===== src/rtl/core/u8d_pkg.sv =====
// u8d_pkg: shared types, constants and lead-byte classification for the
// UTF-8 stream decoder. No dependencies.
`timescale 1ns / 1ps
package u8d_pkg;

  localparam int MAX_SEQ_BYTES = 6;
  localparam int CP_W          = 31;
  localparam int FIFO_DEPTH    = 4;
  localparam int FIFO_AW       = $clog2(FIFO_DEPTH);
  localparam int FIFO_CW       = $clog2(FIFO_DEPTH + 1);

  typedef struct packed {
    logic [CP_W-1:0] code_point;
    logic            valid_res;
    logic [2:0]      seq_length;
    logic            last;
  } res_t;

  typedef struct packed {
    logic [1:0] cnt;
    res_t       r0;
    res_t       r1;
  } push_t;

  typedef struct packed {
    logic       single;
    logic       ok;
    logic [2:0] trails;
    logic [4:0] acc;
  } start_t;

  // Classify a byte seen with no sequence open.
  function automatic start_t start_decode(input logic [7:0] b);
    start_t     s;
    logic [2:0] zb;
    logic       found;
    logic [3:0] total;
    s     = '0;
    zb    = '0;
    found = 1'b0;
    for (int i = 6; i >= 0; i--) begin
      if (!found && !b[i]) begin
        zb    = 3'(i);
        found = 1'b1;
      end
    end
    total = 4'd7 - {1'b0, zb};
    if (!b[7]) begin
      s.single = 1'b1;
      s.ok     = 1'b1;
    end else if (!found || zb == 3'd6 || total > 4'(MAX_SEQ_BYTES)) begin
      s.single = 1'b1;
      s.ok     = 1'b0;
    end else begin
      s.single = 1'b0;
      s.trails = 3'(total - 4'd1);
      s.acc    = b[4:0] & ~(5'h1f << zb);
    end
    return s;
  endfunction

endpackage


===== src/rtl/core/u8d_decode.sv =====
// u8d_decode: sequence state and single-pass byte decode, up to two results
// per byte. Depends on u8d_pkg.
`timescale 1ns / 1ps
module u8d_decode (
  input  logic              clk,
  input  logic              rst_n,
  input  logic              step,
  input  logic [7:0]        byte_in,
  output u8d_pkg::push_t    push
);

  logic [2:0]                 trails_r, trails_nxt;
  logic [u8d_pkg::CP_W-1:0]   acc_r, acc_nxt;
  logic [2:0]                 seen_r, seen_nxt;

  always_comb begin
    u8d_pkg::start_t          st;
    u8d_pkg::res_t            single_res;
    logic [u8d_pkg::CP_W-1:0] shifted;
    logic [2:0]               seen_inc;
    logic [2:0]               trails_dec;
    st         = u8d_pkg::start_decode(byte_in);
    shifted    = {acc_r[u8d_pkg::CP_W-7:0], byte_in[5:0]};
    seen_inc   = seen_r + 3'd1;
    trails_dec = trails_r - 3'd1;
    single_res.code_point = st.ok ? {(u8d_pkg::CP_W-8)'(0), byte_in} : '0;
    single_res.valid_res  = st.ok;
    single_res.seq_length = 3'd1;
    single_res.last       = 1'b1;

    push       = '0;
    trails_nxt = trails_r;
    acc_nxt    = acc_r;
    seen_nxt   = seen_r;

    if (trails_r == 3'd0) begin
      if (st.single) begin
        push.cnt = 2'd1;
        push.r0  = single_res;
      end else begin
        trails_nxt = st.trails;
        acc_nxt    = {(u8d_pkg::CP_W-5)'(0), st.acc};
        seen_nxt   = 3'd1;
      end
    end else if (byte_in[7:6] == 2'b10) begin
      trails_nxt = trails_dec;
      if (trails_dec == 3'd0) begin
        push.cnt           = 2'd1;
        push.r0.code_point = shifted;
        push.r0.valid_res  = 1'b1;
        push.r0.seq_length = seen_inc;
        push.r0.last       = 1'b1;
        acc_nxt            = '0;
        seen_nxt           = '0;
      end else begin
        acc_nxt  = shifted;
        seen_nxt = seen_inc;
      end
    end else begin
      // interrupted sequence: error for the open part, then restart
      push.r0.seq_length = seen_r;
      if (st.single) begin
        push.cnt   = 2'd2;
        push.r1    = single_res;
        trails_nxt = '0;
        acc_nxt    = '0;
        seen_nxt   = '0;
      end else begin
        push.cnt     = 2'd1;
        push.r0.last = 1'b1;
        trails_nxt   = st.trails;
        acc_nxt      = {(u8d_pkg::CP_W-5)'(0), st.acc};
        seen_nxt     = 3'd1;
      end
    end

    if (!step) begin
      push.cnt   = 2'd0;
      trails_nxt = trails_r;
      acc_nxt    = acc_r;
      seen_nxt   = seen_r;
    end
  end

  always_ff @(posedge clk) begin
    if (!rst_n) begin
      trails_r <= '0;
      acc_r    <= '0;
      seen_r   <= '0;
    end else begin
      trails_r <= trails_nxt;
      acc_r    <= acc_nxt;
      seen_r   <= seen_nxt;
    end
  end

endmodule


===== src/rtl/core/u8d_out_fifo.sv =====
// u8d_out_fifo: small result queue taking up to two results per cycle and
// handing out one when out_ready is high. Depends on u8d_pkg.
`timescale 1ns / 1ps
module u8d_out_fifo (
  input  logic                        clk,
  input  logic                        rst_n,
  input  u8d_pkg::push_t              push,
  output logic [u8d_pkg::FIFO_CW-1:0] count,
  output logic                        out_valid,
  input  logic                        out_ready,
  output u8d_pkg::res_t               head
);

  u8d_pkg::res_t               mem_r [u8d_pkg::FIFO_DEPTH];
  logic [u8d_pkg::FIFO_AW-1:0] wptr_r, wptr_nxt;
  logic [u8d_pkg::FIFO_AW-1:0] rptr_r, rptr_nxt;
  logic [u8d_pkg::FIFO_CW-1:0] cnt_r, cnt_nxt;
  logic                        pop;
  logic [u8d_pkg::FIFO_AW-1:0] wptr_p1;

  assign out_valid = (cnt_r != '0);
  assign pop       = out_valid && out_ready;
  assign head      = mem_r[rptr_r];
  assign count     = cnt_r;
  assign wptr_p1   = wptr_r + u8d_pkg::FIFO_AW'(1);

  always_comb begin
    wptr_nxt = wptr_r + u8d_pkg::FIFO_AW'(push.cnt);
    rptr_nxt = rptr_r + u8d_pkg::FIFO_AW'(pop);
    cnt_nxt  = cnt_r + u8d_pkg::FIFO_CW'(push.cnt) - u8d_pkg::FIFO_CW'(pop);
  end

  always_ff @(posedge clk) begin
    if (push.cnt != 2'd0) begin
      mem_r[wptr_r] <= push.r0;
    end
    if (push.cnt == 2'd2) begin
      mem_r[wptr_p1] <= push.r1;
    end
  end

  always_ff @(posedge clk) begin
    if (!rst_n) begin
      wptr_r <= '0;
      rptr_r <= '0;
      cnt_r  <= '0;
    end else begin
      wptr_r <= wptr_nxt;
      rptr_r <= rptr_nxt;
      cnt_r  <= cnt_nxt;
    end
  end

endmodule


===== src/rtl/core/utf8_stream_decoder_unit.sv =====
// utf8_stream_decoder_unit: top level, input register, decoder, result queue.
// Depends on u8d_pkg, u8d_decode, u8d_out_fifo.
//
//   channel  handshake              payload
//   in       in_valid / in_ready    in_byte[7:0]
//   out      out_valid / out_ready  out_code_point[30:0], out_valid_res,
//                                   out_seq_length[2:0], out_last
//
// One byte per clock while the queue drains; each byte is registered first.
// The byte register feeds the decoder once the 4-entry result queue holds at
// most two results, so a byte giving two results always fits.
// in_ready depends only on internal state, never on out_ready.
// Synchronous active-low reset clears the open sequence and the queue.
`timescale 1ns / 1ps
module utf8_stream_decoder_unit (
  input  logic                         clk,
  input  logic                         rst_n,
  input  logic                         in_valid,
  output logic                         in_ready,
  input  logic [7:0]                   in_byte,
  output logic                         out_valid,
  input  logic                         out_ready,
  output logic [u8d_pkg::CP_W-1:0]     out_code_point,
  output logic                         out_valid_res,
  output logic [2:0]                   out_seq_length,
  output logic                         out_last
);

  logic                        in_vld_r;
  logic [7:0]                  in_byte_r;
  logic                        advance;
  logic [u8d_pkg::FIFO_CW-1:0] count;
  u8d_pkg::push_t              push;
  u8d_pkg::res_t               head;

  assign advance  = in_vld_r &&
                    (count <= u8d_pkg::FIFO_CW'(u8d_pkg::FIFO_DEPTH - 2));
  assign in_ready = !in_vld_r || advance;

  always_ff @(posedge clk) begin
    if (!rst_n) begin
      in_vld_r <= 1'b0;
    end else if (in_ready) begin
      in_vld_r <= in_valid;
    end
  end

  always_ff @(posedge clk) begin
    if (in_ready && in_valid) begin
      in_byte_r <= in_byte;
    end
  end

  u8d_decode u_decode (
    .clk     (clk),
    .rst_n   (rst_n),
    .step    (advance),
    .byte_in (in_byte_r),
    .push    (push)
  );

  u8d_out_fifo u_fifo (
    .clk       (clk),
    .rst_n     (rst_n),
    .push      (push),
    .count     (count),
    .out_valid (out_valid),
    .out_ready (out_ready),
    .head      (head)
  );

  assign out_code_point = head.code_point;
  assign out_valid_res  = head.valid_res;
  assign out_seq_length = head.seq_length;
  assign out_last       = head.last;

endmodule

===== config.mk =====
export PLATFORM = sky130hd
export DESIGN_NAME = utf8_stream_decoder_unit
export DESIGN_NICKNAME = d
export VERILOG_FILES = /design/src/rtl/core/u8d_pkg.sv /design/src/rtl/core/u8d_decode.sv /design/src/rtl/core/u8d_out_fifo.sv /design/src/rtl/core/utf8_stream_decoder_unit.sv
export SDC_FILE = /design/constraint.sdc
export NUM_CORES = 1
export LEC_CHECK = 0
export ABC_AREA = 1
export CORE_MARGIN = 2
export CORE_UTILIZATION = 50
export DETAILED_ROUTE_END_ITERATION = 8
export DONT_BUFFER_PORTS = 1
export PLACE_DENSITY = 0.71
export SETUP_SLACK_MARGIN = 0.4
export SLEW_MARGIN = 10
export SYNTH_ARGS = -nofsm -noshare
export SYNTH_HDL_FRONTEND = slang
export SYNTH_HIERARCHICAL = 1
export SYNTH_SLANG_ARGS = --single-unit

===== constraint.sdc =====
create_clock -name clk -period 11.6 [get_ports clk]
set_clock_uncertainty 0.1 [all_clocks]
set_input_delay 0.58 -clock clk [delete_from_list [all_inputs] [get_ports clk]]
set_output_delay 0.58 -clock clk [all_outputs]
set_load 0.05 [all_outputs]

==> results.ini <==
[sta]
max_freq_ghz=0.2279
min_period_over_period_pct=37.82
rsz0062_at_grt=false
setup_violations=0
slew_headroom_pct=18.39
setup_tns_ps=0
finalHoldViolations=0
worst_pin_slew_ps=1242
fin_crit_ps=4388
drv_slew=0

[worst_setup_path]
cp.arrival_ps=4350
worst_setup_path_end_kind=flop
critPathKind=reg -> reg
critPathMaxFanout=73
start_kind=flop
cp.required_ps=11570

[power]
peakVddDrop_v=0.0001256
powerDensity_nw_per_um2=194.3
switching_share_pct=38.73
seqPwrFrac_pct=39.5
p_clk_share_pct=28.3
finalPower_uw=2087
leakage_uw=0.004125
p_switching_uw=808.4
combPwrFrac_pct=32.2
cellInternalPower_uw=1279

[logic_synthesis]
seq_area_frac_synth_pct=51.89
yosysTopAreaCell=edfxtp_1
synth-seq-cells=191
syn_avg_cell_area_um2=8.804
yosysWarnings=6
yosys-top-cells-area=edfxtp_1 (44%), nand2_1 (8.9%), dfxtp_1 (7.6%)
syn_inst=1170
ys_types=39
syn_area_um2=10300
netlist.area_leader.share_pct=44.31

[finish]
drive_above_1_share_pct=9.266
area_growth_pct=4.312
num-fill-cells=1812
final_cell_mix=nand2_1 (244), nor2_1 (167), edfxtp_1 (152)
postLayoutCoreUtil_pct=53.10
fin_cells=1414
final_common_cell=nand2_1
num_antenna_cells=0
final_nets=1157

[clocking]
ctsRootBufferMaster=clkbuf_16
clockBufferDepth=2
path_clk_slew_ps=70
cts_resized=0
htreeDepth=4
postCtsHoldBufs=0
clkLatencyLatePin_ps=430
cts_buffers=17
cts_tree=done
cts.sinks=191
post_cts_buffers=0

[die]
die_w_um=147.5
dieArea_um2=21770
initial_core_util_pct=50.91
ios=50
fp.dieH_um=147.5
core_um2=20230
rows=52

[detailed_routing]
drcViolationCount=0
drt_wl_total_um=22640
viasPerCell=5.298
wire_per_inst_um=16.01
vias=7491
dr.pass1.iters=5
ant_nets=0
drtIter0Drc=670

[placement]
place_hpwl_um=14210
place_congestion=0.8532
portBuffers=0
post-place-cells=1384

[global_routing]
grt_pass1_wl_um=36560
grt_max_degree=75
overflow=0
grt_pass1_vias=6986
antenna_found_initial=0
track_usage_pct=21.43

[worst_hold_path]
hold_class=in -> reg

[status]
status=finished, final reports clean

[run]
max_cap_violations=0

==> per-stage QoR <==
stage	hold WS (ps)	setup WS (ps)	instance area [um^2]
final	138.5	7212	10750
after detailed placement	392.6	7322	10150
after CTS	124.1	7286	10750
after global placement	386.9	7437	10150
after global routing	125.0	6947	10750
after floorplan	351.6	5890	10400
==> sequential cells by signal, summed over array words and instances (netlist names) <==
register / cells
u_fifo/mem_r: 144
u_fifo/rptr_r: 2
u_decode/acc_r: 25
u_fifo/wptr_r: 2
u_decode/seen_r: 3
in_vld_r: 1
u_decode/trails_r: 3
in_byte_r: 8
u_fifo/count: 3
==> critical path, cell delays in order, from the launching register on <==
cell,delay (ps)
edfxtp_1,460
nand3_1,190
nor2_1,240
nand3_1,110
nand2_1,100
inv_1,70
ha_1,190
nand2_1,90
nand3_2,220
a21oi_1,260
a21oi_1,250
nor2_8,250
nand3_4,670
o31ai_4,220
buf_4,520
==> final timing paths <==
check             slack [ps]              start                   to  depth (start not counted)
setup / recovery        7210       in_byte_r[6]  u_fifo/mem_r[2][32]                         14
hold / removal           140         in_byte[4]         in_byte_r[4]                          0
setup reg to reg        7210       in_byte_r[6]  u_fifo/mem_r[2][32]                         14
hold reg to reg          400  u_decode/acc_r[5]    u_decode/acc_r[5]                          2
==> cell families (layout without fill, tap and decap cells) <==
family,count (synthesis),after routing,synth area share (%)
simple gates,484,484,19.69
compound gates,277,277,15.33
buf+inv,199,148,11.02
flops,191,191,51.89
fa+ha+maj,12,12,1.530
xor+xnor,6,6,0.5101
other cells,1,26,0.03640
==> power groups by stage <==
stage	registers (uW)	clock network (uW)	logic, uW
after floorplan	837	0	565
after global placement	839	0	660
after detailed placement	841	0	670
after CTS	826	599	673
after global routing	831	624	735
final	825	591	671
==> routing by layer <==
metal	global-route usage (%)	vias up	routed length, um
met5	0	-	0
met4	7.596	0	443
met3	3.611	28	1508
met2	33.51	223	10270
met1	30.35	3444	10420
li1	-	3796	-
==> Yosys cell counts, drive strengths merged <==
library cell / number
nand3: 21
ha: 11
o21bai: 2
xnor2: 4
o21ai: 221
conb: 1
dfxtp: 39
a22o: 1
buf: 78
o31ai: 4
nand2: 248
nor3: 38
o221ai: 1
or2: 2
edfxtp: 152
a21oi: 11
xor2: 2
fa: 1
nor2: 172
clkbuf: 17
inv: 104
nand4: 3
o22ai: 37
==> final cells by class <==
cell class              instances  area [um^2]  share of cell area [%]
well taps                     270        337.8                   3.144
flip-flops and latches        191         5346                   49.76
clock inverters                13        167.7                   1.560
multi-input cells             805         3970                   36.95
inverters                     104        392.9                   3.656
clock buffers                  17        425.4                   3.959
repair buffers                 14        105.1                  0.9781
No activity file was read; power rests on OpenSTA's default activity.
